**config.mk**
```make
export PLATFORM = sky130hd
export DESIGN_NAME = point_in_polygon_test_core
export DESIGN_NICKNAME = d
export VERILOG_FILES = /design/src/hdl/pipt_pkg.sv /design/src/hdl/pipt_ram.sv /design/src/hdl/pipt_seq.sv /design/src/hdl/pipt_edge.sv /design/src/hdl/point_in_polygon_test_core.sv
export SDC_FILE = /design/constraint.sdc
export NUM_CORES = 2
export LEC_CHECK = 0
export BUFFER_PORTS_ARGS = -buffer_cell sky130_fd_sc_hd__buf_4
export CORE_UTILIZATION = 39
export DETAILED_ROUTE_END_ITERATION = 12
export PLACE_DENSITY = 0.6
export SLEW_MARGIN = 25
export SYNTH_ARGS = -nofsm -noshare
export SYNTH_HDL_FRONTEND = slang
export SYNTH_HIERARCHICAL = 1
export SYNTH_SLANG_ARGS = --single-unit
```
**constraint.sdc**
```tcl
create_clock -name clk -period 6.7 [get_ports clk]
set_input_delay 0.67 -clock clk [delete_from_list [all_inputs] [get_ports clk]]
set_output_delay 0.67 -clock clk [all_outputs]
set_load 0.005 [all_outputs]
```
**src/hdl/pipt_pkg.sv**
```systemverilog
// Shared types and constants of the point-in-polygon core.
// No dependencies; used by the sequencer, edge unit, top level and checker.
package pipt_pkg;

    localparam logic FUNC_LOAD  = 1'b0;
    localparam logic FUNC_QUERY = 1'b1;

    localparam int unsigned VCOUNT_W = 6;
    localparam logic [VCOUNT_W-1:0] VCOUNT_RESET = 6'd3;
    localparam int unsigned VCOUNT_MIN = 3;
    localparam int unsigned INDEX_W = 5;

    // Sequencer to edge unit
    typedef struct packed {
        logic clear;     // latch query point, clear inside flag
        logic rd_vld;    // vertex read data valid this cycle
        logic rd_first;  // that vertex is the wrap vertex, no edge yet
    } pipt_ctl_t;

    // Edge unit to sequencer
    typedef struct packed {
        logic busy;
        logic parity;
    } pipt_sts_t;

endpackage

```
**src/hdl/pipt_ram.sv**
```systemverilog
// Generic single-write, single-read RAM with registered read data.
// No dependencies.
module pipt_ram #(
    parameter int WIDTH = 32,
    parameter int DEPTH = 32
) (
    input  logic                     clk,
    input  logic                     we,
    input  logic [$clog2(DEPTH)-1:0] waddr,
    input  logic [WIDTH-1:0]         wdata,
    input  logic                     re,
    input  logic [$clog2(DEPTH)-1:0] raddr,
    output logic [WIDTH-1:0]         rdata
);

    logic [WIDTH-1:0] mem [DEPTH];
    logic [WIDTH-1:0] rdata_reg;

    always_ff @(posedge clk)
    begin
        if (we)
        begin
            mem[waddr] <= wdata;
        end
        if (re)
        begin
            rdata_reg <= mem[raddr];
        end
    end

    assign rdata = rdata_reg;

endmodule

```
**src/hdl/pipt_seq.sv**
```systemverilog
// Sequencer: handshakes, vertex store writes and the per-query address walk.
// Depends on pipt_pkg.
module pipt_seq #(
    parameter int MAX_VERTICES = 32
) (
    input  logic                                 clk,
    input  logic                                 rst_n,
    input  logic                                 in_valid,
    output logic                                 in_ready,
    input  logic                                 func,
    input  logic [pipt_pkg::INDEX_W-1:0]         vertex_index,
    output logic                                 out_valid,
    input  logic                                 out_ready,
    input  logic [pipt_pkg::VCOUNT_W-1:0]        vertex_count,
    output logic                                 ram_we,
    output logic [$clog2(MAX_VERTICES)-1:0]      ram_waddr,
    output logic                                 ram_re,
    output logic [$clog2(MAX_VERTICES)-1:0]      ram_raddr,
    output pipt_pkg::pipt_ctl_t                  ctl,
    input  pipt_pkg::pipt_sts_t                  sts
);

    localparam int AW    = $clog2(MAX_VERTICES);
    localparam int CNT_W = $clog2(MAX_VERTICES + 1);

    typedef enum logic [1:0] {S_IDLE, S_WALK, S_DRAIN, S_DONE} state_t;

    state_t           state_reg, state_next;
    logic [CNT_W-1:0] step_reg, step_next;
    logic [CNT_W-1:0] last_reg, last_next;
    logic             rd_vld_reg, rd_vld_next;
    logic             rd_first_reg, rd_first_next;

    logic             accept;
    logic             idx_ok;
    logic [31:0]      vc_wide;
    logic [31:0]      n_wide;
    logic [CNT_W-1:0] wrap_idx;
    logic [CNT_W-1:0] prev_idx;

    assign in_ready  = (state_reg == S_IDLE);
    assign out_valid = (state_reg == S_DONE);
    assign accept    = in_valid & in_ready;

    assign idx_ok    = 32'(vertex_index) < 32'(MAX_VERTICES);
    assign ram_we    = accept && (func == pipt_pkg::FUNC_LOAD) && idx_ok;
    assign ram_waddr = AW'(vertex_index);

    // Clamp the vertex count into the legal range
    assign vc_wide = 32'(vertex_count);
    always_comb
    begin
        priority if (vc_wide < 32'(pipt_pkg::VCOUNT_MIN))
        begin
            n_wide = 32'(pipt_pkg::VCOUNT_MIN);
        end
        else if (vc_wide > 32'(MAX_VERTICES))
        begin
            n_wide = 32'(MAX_VERTICES);
        end
        else
        begin
            n_wide = vc_wide;
        end
    end

    // First read fetches the last vertex, then vertices 0 .. n-1 in turn
    assign wrap_idx  = last_reg - CNT_W'(1);
    assign prev_idx  = step_reg - CNT_W'(1);
    assign ram_re    = (state_reg == S_WALK);
    assign ram_raddr = (step_reg == '0) ? wrap_idx[AW-1:0] : prev_idx[AW-1:0];

    assign ctl.clear    = accept && (func == pipt_pkg::FUNC_QUERY);
    assign ctl.rd_vld   = rd_vld_reg;
    assign ctl.rd_first = rd_first_reg;

    always_comb
    begin
        state_next    = state_reg;
        step_next     = step_reg;
        last_next     = last_reg;
        rd_vld_next   = (state_reg == S_WALK);
        rd_first_next = (state_reg == S_WALK) && (step_reg == '0);
        unique case (state_reg)
            S_IDLE:
            begin
                if (accept && (func == pipt_pkg::FUNC_QUERY))
                begin
                    state_next = S_WALK;
                    step_next  = '0;
                    last_next  = n_wide[CNT_W-1:0];
                end
            end
            S_WALK:
            begin
                step_next = step_reg + CNT_W'(1);
                if (step_reg == last_reg)
                begin
                    state_next = S_DRAIN;
                end
            end
            S_DRAIN:
            begin
                // wait for the last edge to leave the edge unit
                if (!rd_vld_reg && !sts.busy)
                begin
                    state_next = S_DONE;
                end
            end
            S_DONE:
            begin
                if (out_ready)
                begin
                    state_next = S_IDLE;
                end
            end
            default:
            begin
                state_next = S_IDLE;
            end
        endcase
    end

    always_ff @(posedge clk or negedge rst_n)
    begin
        if (!rst_n)
        begin
            state_reg    <= S_IDLE;
            step_reg     <= '0;
            last_reg     <= '0;
            rd_vld_reg   <= 1'b0;
            rd_first_reg <= 1'b0;
        end
        else
        begin
            state_reg    <= state_next;
            step_reg     <= step_next;
            last_reg     <= last_next;
            rd_vld_reg   <= rd_vld_next;
            rd_first_reg <= rd_first_next;
        end
    end

endmodule

```
**src/hdl/pipt_edge.sv**
```systemverilog
// Shared edge unit: straddle test, cross multiplication and inside flag.
// Three stages per edge: differences, products, compare. Depends on pipt_pkg.
module pipt_edge #(
    parameter int COORD_BITS = 16
) (
    input  logic                         clk,
    input  logic                         rst_n,
    input  pipt_pkg::pipt_ctl_t          ctl,
    input  logic signed [COORD_BITS-1:0] coord_x,
    input  logic signed [COORD_BITS-1:0] coord_y,
    input  logic [2*COORD_BITS-1:0]      rd_data,
    output pipt_pkg::pipt_sts_t          sts
);

    localparam int DW = COORD_BITS + 1;
    localparam int PW = 2 * DW;

    logic signed [COORD_BITS-1:0] px_reg, py_reg;
    logic signed [COORD_BITS-1:0] xj_reg, yj_reg;
    logic signed [COORD_BITS-1:0] xi, yi;

    logic                 s1_vld_reg, s1_vld_next;
    logic                 s1_str_reg, s1_dpos_reg;
    logic signed [DW-1:0] a_reg, d_reg, b_reg, c_reg;
    logic                 s2_vld_reg;
    logic                 s2_str_reg, s2_dpos_reg;
    logic signed [PW-1:0] p1_reg, p2_reg;
    logic                 inside_reg, inside_next;

    logic                 straddle;
    logic                 left;
    logic signed [DW-1:0] a_next, d_next, b_next, c_next;
    logic signed [PW-1:0] p1_next, p2_next;

    assign xi = $signed(rd_data[2*COORD_BITS-1:COORD_BITS]);
    assign yi = $signed(rd_data[COORD_BITS-1:0]);

    assign straddle = (yi > py_reg) != (yj_reg > py_reg);
    assign a_next   = $signed({px_reg[COORD_BITS-1], px_reg}) - $signed({xi[COORD_BITS-1], xi});
    assign d_next   = $signed({yj_reg[COORD_BITS-1], yj_reg}) - $signed({yi[COORD_BITS-1], yi});
    assign b_next   = $signed({xj_reg[COORD_BITS-1], xj_reg}) - $signed({xi[COORD_BITS-1], xi});
    assign c_next   = $signed({py_reg[COORD_BITS-1], py_reg}) - $signed({yi[COORD_BITS-1], yi});
    assign s1_vld_next = ctl.rd_vld && !ctl.rd_first;

    assign p1_next = a_reg * d_reg;
    assign p2_next = b_reg * c_reg;

    // d > 0 keeps the sense of the compare, d < 0 flips it
    assign left = s2_dpos_reg ? (p1_reg < p2_reg) : (p2_reg < p1_reg);

    always_comb
    begin
        inside_next = inside_reg;
        priority if (ctl.clear)
        begin
            inside_next = 1'b0;
        end
        else if (s2_vld_reg && s2_str_reg && left)
        begin
            inside_next = !inside_reg;
        end
        else
        begin
            inside_next = inside_reg;
        end
    end

    always_ff @(posedge clk or negedge rst_n)
    begin
        if (!rst_n)
        begin
            s1_vld_reg <= 1'b0;
            s2_vld_reg <= 1'b0;
            inside_reg <= 1'b0;
        end
        else
        begin
            s1_vld_reg <= s1_vld_next;
            s2_vld_reg <= s1_vld_reg;
            inside_reg <= inside_next;
        end
    end

    always_ff @(posedge clk)
    begin
        if (ctl.clear)
        begin
            px_reg <= coord_x;
            py_reg <= coord_y;
        end
        // hold the previous vertex for the next edge
        if (ctl.rd_vld)
        begin
            xj_reg <= xi;
            yj_reg <= yi;
        end
        s1_str_reg  <= straddle;
        s1_dpos_reg <= yj_reg > yi;
        a_reg       <= a_next;
        d_reg       <= d_next;
        b_reg       <= b_next;
        c_reg       <= c_next;
        s2_str_reg  <= s1_str_reg;
        s2_dpos_reg <= s1_dpos_reg;
        p1_reg      <= p1_next;
        p2_reg      <= p2_next;
    end

    assign sts.busy   = s1_vld_reg | s2_vld_reg;
    assign sts.parity = inside_reg;

endmodule

```
**src/hdl/point_in_polygon_test_core.sv**
```systemverilog
// Even-odd point-in-polygon core. A load beat (func 0) writes one vertex into the
// store and produces no result. A query beat (func 1) walks every edge of the
// polygon (n vertices, vertex_count clamped to 3 .. MAX_VERTICES) and raises out_valid
// with the inside flag. The walk is paced by the single read port of the vertex
// store, which feeds one vertex per cycle (the wrap vertex, then vertices 0 .. n-1)
// into the shared three-stage cross-multiply unit. in_ready is low from a query's
// acceptance until its result is taken. Vertex slots read by a query must have
// been loaded first. vertex_count is written through cfg_wr_en; the user must
// write it only while idle, and the core itself does not enforce this.
// Depends on pipt_pkg, pipt_ram, pipt_seq and pipt_edge.
module point_in_polygon_test_core #(
    parameter int MAX_VERTICES = 32,
    parameter int COORD_BITS   = 16
) (
    input  logic                                clk,
    input  logic                                rst_n,
    input  logic                                cfg_wr_en,
    input  logic [pipt_pkg::VCOUNT_W-1:0]       cfg_wr_data,
    input  logic                                in_valid,
    output logic                                in_ready,
    input  logic                                func,
    input  logic [pipt_pkg::INDEX_W-1:0]        vertex_index,
    input  logic signed [COORD_BITS-1:0]        coord_x,
    input  logic signed [COORD_BITS-1:0]        coord_y,
    output logic                                out_valid,
    input  logic                                out_ready,
    output logic                                inside_res
);

    localparam int AW = $clog2(MAX_VERTICES);

    logic [pipt_pkg::VCOUNT_W-1:0] vertex_count_reg;

    logic                    ram_we;
    logic [AW-1:0]           ram_waddr;
    logic                    ram_re;
    logic [AW-1:0]           ram_raddr;
    logic [2*COORD_BITS-1:0] ram_rdata;
    pipt_pkg::pipt_ctl_t     ctl;
    pipt_pkg::pipt_sts_t     sts;

    always_ff @(posedge clk or negedge rst_n)
    begin
        if (!rst_n)
        begin
            vertex_count_reg <= pipt_pkg::VCOUNT_RESET;
        end
        else if (cfg_wr_en)
        begin
            vertex_count_reg <= cfg_wr_data;
        end
    end

    pipt_seq #(
        .MAX_VERTICES (MAX_VERTICES)
    ) u_seq (
        .clk          (clk),
        .rst_n        (rst_n),
        .in_valid     (in_valid),
        .in_ready     (in_ready),
        .func         (func),
        .vertex_index (vertex_index),
        .out_valid    (out_valid),
        .out_ready    (out_ready),
        .vertex_count (vertex_count_reg),
        .ram_we       (ram_we),
        .ram_waddr    (ram_waddr),
        .ram_re       (ram_re),
        .ram_raddr    (ram_raddr),
        .ctl          (ctl),
        .sts          (sts)
    );

    // x in the upper half, y in the lower half of each word
    pipt_ram #(
        .WIDTH (2 * COORD_BITS),
        .DEPTH (MAX_VERTICES)
    ) u_vertex_ram (
        .clk   (clk),
        .we    (ram_we),
        .waddr (ram_waddr),
        .wdata ({coord_x, coord_y}),
        .re    (ram_re),
        .raddr (ram_raddr),
        .rdata (ram_rdata)
    );

    pipt_edge #(
        .COORD_BITS (COORD_BITS)
    ) u_edge (
        .clk     (clk),
        .rst_n   (rst_n),
        .ctl     (ctl),
        .coord_x (coord_x),
        .coord_y (coord_y),
        .rd_data (ram_rdata),
        .sts     (sts)
    );

    assign inside_res = sts.parity;

endmodule

```
# Word level (Yosys, flattened, before mapping)
# Memories as Yosys holds them, arrays and structs flattened. A register that Yosys moved wholly into a read port is not among the register bits.
# Cells that the tools add are included.
# totals
in_bits	49
regBits	229
word_cells	85
mem_count	1
out_inout_bits	3
ram_bits	1024
# classes
multipliers	2
reduce_logical	18
muxes	15
addsub	7
order_cmp	7
bitwise	3
n_eq_ne	9
# memory_table
memory	words	word_bits	rd	rd_clocked_by_memory_dff	wr	line_no	text
u_vertex_ram.mem	32	32	1	1	1	pipt_ram.sv:16	logic [WIDTH-1:0] mem [DEPTH];
# ops
operator	count
less-than comparator 34 bit	2
multiplier 17 x 17 -> 34 bit	2
subtractor 16 x 16 -> 17 bit	4
greater-than comparator 16 bit	3
2-to-1 mux 6 bit	3
one-hot mux 6 bit (2 select lines)	1
subtractor 5 x 1 -> 5 bit, second input constant	2
2-to-1 mux 2 bit	4
one-hot mux 2 bit (4 select lines)	1
logical AND 1 bit	7
adder 6 x 1 -> 6 bit, second input constant	1
== test 6 bit	1
greater-than comparator 6 bit, second input constant	1
zero test 6 bit	1
less-than comparator 6 x 2 -> 1 bit, second input constant	1
2-to-1 mux 1 bit	5
2-to-1 mux 5 bit	1
== test 2 bit, second input constant	2
zero test 1 bit	4
inequality test 2 x 1 -> 1 bit, second input constant	2
inequality test 2 bit, second input constant	2
AND reduction 2 bit	2
AND reduction 4 bit	1
nonzero test 2 bit	2
6 further kinds	6

# Depth between registers and ports, before layout
# logic_depth
ltp_word	5
depth_mapped	24
depth_no_buf	22

# Modules after synthesis
# The synthesis kept the hierarchy.
# modules_own_cells
mod	area_each_um2	cells_per_inst	n_inst	seq_area_each_um2
pipt_ram	40805.4	2260	1	31710.4
pipt_edge	30850.8	3185	1	4799.6
pipt_seq	1153.6	127	1	400.4
point_in_polygon_test_core	254.0	13	1	152.6

# Least setup slack after synthesis
# Ideal clock, no wire load.
# synth_path
path_type	reg-to-reg
from	register u_edge.b_reg[16]
to	register u_edge.p2_reg[33]
path_stages_with_launch	21
arrival_ps	5939
path_buffers	1
slack_ps	689
setup_time_ps	72
t_required_ps	6628
period_less_slack_ps	6011
path_cell_list	dfxtp_1 -> clkbuf_1 -> nand2_1 -> inv_1 -> fa_1 -> fa_1 -> fa_1 -> fa_1 -> fa_1 -> inv_1 -> fa_1 -> inv_1 -> ha_1 -> a21o_1 -> a21o_1 -> and3_1 -> a31oi_1 -> nand3_1 -> a211o_1 -> a21oi_1 -> xnor2_1
# synth_via
elab_chain_len	1
# synth_rtl
element	line_no	text
start: declaration	pipt_edge.sv:24	logic signed [DW-1:0] a_reg, d_reg, b_reg, c_reg;
start signal: assignment	pipt_edge.sv:101	b_reg <= b_next;
multiplier 17 x 17 -> 34 bit	pipt_edge.sv:46	assign p2_next = b_reg * c_reg;
via u_edge.p2_next[33]	pipt_edge.sv:33	logic signed [PW-1:0] p1_next, p2_next;
end signal: assignment	pipt_edge.sv:106	p2_reg <= p2_next;
end: declaration	pipt_edge.sv:27	logic signed [PW-1:0] p1_reg, p2_reg;
# The timed path passes the listed nets, and every way through them passes these cells.
# A chain may end at the register's enable or synchronous reset.

# Worst setup path after layout
# layout_path
from	register u_edge.c_reg[11]
to	register u_edge.p2_reg[33]
# layout_via
elab_chain_len	1
# layout_rtl
element	line_no	text
start: declaration	pipt_edge.sv:24	
start signal: assignment	pipt_edge.sv:102	c_reg <= c_next;
multiplier 17 x 17 -> 34 bit	pipt_edge.sv:46	
via u_edge.p2_next[33]	pipt_edge.sv:33	
# The timed path passes the listed nets, and every way through them passes these cells.

==> flow_results.org <==
** Clock tree
- The clock reaches the later pin of the worst-skew pair after between 0.7 and 0.8 ns.
- # H-tree levels :: 4
- The number of setup buffers added after CTS is 0.
- Largest buffer count on any clock path :: 3
- In this run, CTS created clock tree buffers numbering ~140.
- Clock-pin slew was measured on the worst setup and hold paths at 0.06 ns.
- CTS tree :: built
- Counting every sink on the clock net gives roughly 1300.
- The root buffer cell chosen for the clock tree is sky130_fd_sc_hd__clkbuf_16.

** Yosys
- Area of the mapped netlist :: approximately 73000 um^2
- Synthesis instantiated 84 different standard cells from the library.
- When the netlist entered floorplanning its net count stood at roughly 6500.
- Synthesized instance count :: roughly 5600
- Sequential area share after synthesis :: 0.507
- Most used flip-flop cell after synthesis :: sky130_fd_sc_hd__edfxtp_1
- For this run, asynchronously set or reset flops after synthesis account for 0.0195.
- A synthesized cell averages between 10 and 15 um^2.
- Count of flip-flops with a built-in enable after synthesis :: ~1100
- After synthesis the netlist holds a flip-flop and latch count of 1285.
- Synth warnings :: 6

** Die
- The initial utilization of the core area, before any placement, comes to 0.393.
- Die Wd :: 435 um
- The die covers roughly 190000 um^2.
- The floorplan step defined a core boundary enclosing ~190000 um^2.
- In this run the core area contains 158 standard-cell rows.
- Die Y :: 435 um
- 52 I/O pins were placed.

** Worst setup path
- Req. time, crit path :: 7.38 ns
- Endpoint class of the critical path :: flop
- Setup slack on the worst reg-to-reg path comes out at 0.27 ns.
- Maximum net fanout on the critical path :: 17
- Worst setup SP type :: flop
- Crit path arrival time :: 7.11 ns
- Worst Setup Path Type :: flop to flop

** Placed design
- Number of input and output port buffers inserted :: 51
- DP Wirelength :: between 100000 and 150000 um
- Routability-driven placement finished with a final weighted congestion of 0.868.
- Timing analysis after detailed placement gives a worst setup slack of 0.187 ns.

** Final layout
- Counting the fill cells in the layout gives 17000.
- For this run, the post-layout net count is 6612.
- Once layout is complete, the utilization of the core stands at 0.436.
- In the final layout, the share of cells above drive strength 1 is 0.0768.
- Area added between synthesis and finish :: 10.8%
- The register with the most flip-flops in the layout has about 1000 of them.

** Drt
- For this run, design rule violations remaining after detail routing come to 0.
- Iteration count of the initial detailed-routing pass :: 7
- Vias post-DR :: 42800
- After detailed routing, the average wire length per cell comes to approximately 21 um.
- Using the TritonRoute via totals, the vias-per-cell ratio works out to just over 5.
- The detailed router finished its first iteration with around 2900 violations.
- For this block, the routed nets add up to 173000 um of wire.
- Number of nets still failing antenna checks after routing :: 0

** Run
- Max Cap Violations :: 0

** Timing
- The clock arrives with ~0.036 ns of skew.
- Final setup violation count :: 0
- Max Clk Rate :: ~0.16 GHz
- After layout, the minimum clock period comes to ~6.4 ns.
- Final hold violations :: 0
- Setup repair after global routing missed its margin :: no
- Adding up every negative setup slack in the final design gives 0 ns.
- In the finished design, the share of the clock period the worst path needs comes to 0.959.
- Number of pins exceeding their max-slew limit in the final report :: 0
- Headroom to the max-slew limit came out at 0.286.
- For the pin with the worst max-slew slack, the measured transition is roughly 1.1 ns.
- Once routing completed, OpenROAD measured the worst setup slack at roughly 0.27 ns.

** Global routing
- In the global route stage, overall resource usage came out at 0.183.
- The first global-routing pass estimated ~270000 um of wire.
- After global routing the overflow that remains totals 0.
- The via count of the first global-routing pass came to between 40000 and 50000.
- Entering global routing, the biggest net connects around 110 pins.
- The number of antenna violations at the first check in global routing is 1.

** Worst hold path
- The path class of the tightest hold or removal check is input port to flop.

** Status
- Status :: complete, no violations
## critical path: stages, from the launching register on
cell                      delay [ns]
sky130_fd_sc_hd__dfxtp_1        0.79
sky130_fd_sc_hd__nand2_1        0.17
sky130_fd_sc_hd__fa_1           0.57
sky130_fd_sc_hd__inv_1          0.06
sky130_fd_sc_hd__fa_1           0.57
sky130_fd_sc_hd__fa_1           0.44
sky130_fd_sc_hd__fa_1           0.47
sky130_fd_sc_hd__fa_1           0.51
sky130_fd_sc_hd__inv_1          0.06
sky130_fd_sc_hd__fa_1           0.48
sky130_fd_sc_hd__inv_1          0.04
sky130_fd_sc_hd__ha_1           0.37
sky130_fd_sc_hd__and3_2         0.29
sky130_fd_sc_hd__and2_1         0.14
sky130_fd_sc_hd__o311a_1        0.14
sky130_fd_sc_hd__o31ai_1        0.43
sky130_fd_sc_hd__nand3_1        0.20
sky130_fd_sc_hd__a211o_1        0.30
sky130_fd_sc_hd__a21oi_1        0.17
sky130_fd_sc_hd__xnor2_1        0.15
## per-stage QoR
step	instance area [um^2]	instances	hold slack, ns
2_1_floorplan	73100	5585	0.310
3_3_place_gp	76700	8014	0.312
3_5_place_dp	76700	8014	0.312
4_1_cts	80900	8259	0.104
5_1_grt	81000	8259	0.127
6_report	81000	8262	0.158
## final timing paths
check	from	endpoint	cells after the start
setup / recovery	u_edge/c_reg[11]	u_edge/p2_reg[33]	19
hold / removal	cfg_wr_data[1]	vertex_count_reg[1]	2
setup reg to reg	u_edge/c_reg[11]	u_edge/p2_reg[33]	19
hold reg to reg	u_edge/s1_str_reg	u_edge/s2_str_reg	0
max in group asynchronous	rst_n	vertex_count_reg[1]	2
min in group asynchronous	rst_n	u_seq/rd_first_reg	2
## what timing repair did
item | 4_1_cts | 5_1_grt
hold endpoints to repair | 23 | 0
hold buffers | 1 | 0
setup endpoints to repair | 0 | 6
gates resized for setup | 0 | 10
## cell families (layout without fill, tap and decap cells)
| logic type | Yosys count | count (layout) | share of synthesized area |
|---|---|---|---|
| xor gates and xnor gates | 127 | 127 | 0.0152 |
| muxes | 526 | 526 | 0.0726 |
| adders and majority gates | 890 | 890 | 0.214 |
| AOI/OAI and AO/OA | 618 | 618 | 0.0574 |
| other | 0 | 3 | 0 |
| buffers and inverters | 943 | 1137 | 0.0531 |
| DFF | 1285 | 1285 | 0.507 |
| and+or+nand+nor | 1196 | 1196 | 0.0808 |
## metal layers
metal	vias up	global-route usage	routed length, um
li1	19400	-	-
met2	1003	0.325	88500
met5	-	0	0
met3	197	0.0217	7330
met1	22100	0.239	73900
met4	0	0.0425	3350
## Yosys cell counts, types with 11 or more instances
cell / n / area [um^2]
sky130_fd_sc_hd__buf_2: 28 / 140
sky130_fd_sc_hd__o21bai_1: 17 / 128
sky130_fd_sc_hd__dfxtp_1: 140 / 2800
sky130_fd_sc_hd__edfxtp_1: 1120 / 33600
sky130_fd_sc_hd__nor3_1: 75 / 375
sky130_fd_sc_hd__clkbuf_1: 128 / 480
sky130_fd_sc_hd__a22oi_1: 97 / 728
sky130_fd_sc_hd__nand2_1: 417 / 1570
sky130_fd_sc_hd__ha_1: 294 / 3680
sky130_fd_sc_hd__xor2_1: 31 / 272
sky130_fd_sc_hd__and2_1: 301 / 1880
sky130_fd_sc_hd__mux2i_1: 517 / 5170
sky130_fd_sc_hd__dfrtp_1: 23 / 576
sky130_fd_sc_hd__a21oi_1: 180 / 901
sky130_fd_sc_hd__a22o_1: 68 / 596
sky130_fd_sc_hd__buf_6: 19 / 214
sky130_fd_sc_hd__buf_4: 41 / 308
sky130_fd_sc_hd__nor2_1: 136 / 510
sky130_fd_sc_hd__a211oi_1: 11 / 82.6
sky130_fd_sc_hd__or3_1: 14 / 87.6
sky130_fd_sc_hd__o21ai_0: 63 / 315
sky130_fd_sc_hd__xnor2_1: 96 / 841
sky130_fd_sc_hd__nor2b_1: 22 / 138
sky130_fd_sc_hd__and3_1: 16 / 100
sky130_fd_sc_hd__a31oi_1: 39 / 244
sky130_fd_sc_hd__inv_1: 720 / 2700
sky130_fd_sc_hd__o21a_1: 24 / 180
sky130_fd_sc_hd__fa_1: 596 / 11900
sky130_fd_sc_hd__a21o_1: 23 / 173
sky130_fd_sc_hd__nand4_1: 16 / 100
sky130_fd_sc_hd__nand3_1: 135 / 676
sky130_fd_sc_hd__nand2b_1: 28 / 175
## final cells by class
cell class                 instances  area [um^2]  share of cell area
inverter                         720         2700              0.0334
antenna                            3         7.51           0.0000927
timing repair buffer             173         1440              0.0178
tap                             2480         3100              0.0383
clock buffer                     173         3610              0.0446
clock inverter                    71          621             0.00766
sequential                      1285        37100               0.458
multi-input combinational       3357        32400               0.400
## cells in the final DEF, fill, tap and decap left out, drive strengths merged, types with 140 or more instances in the layout
cell and n:
a21oi 182, and2 301, buf 172, clkbuf 173, dfxtp 140, edfxtp 1120, fa 596, ha 294
inv 726, mux2i 517, nand2 417
Power is left out: the tool's default activity adds up to more than one toggle a clock period on the data nets, which glitch-free logic cannot reach.
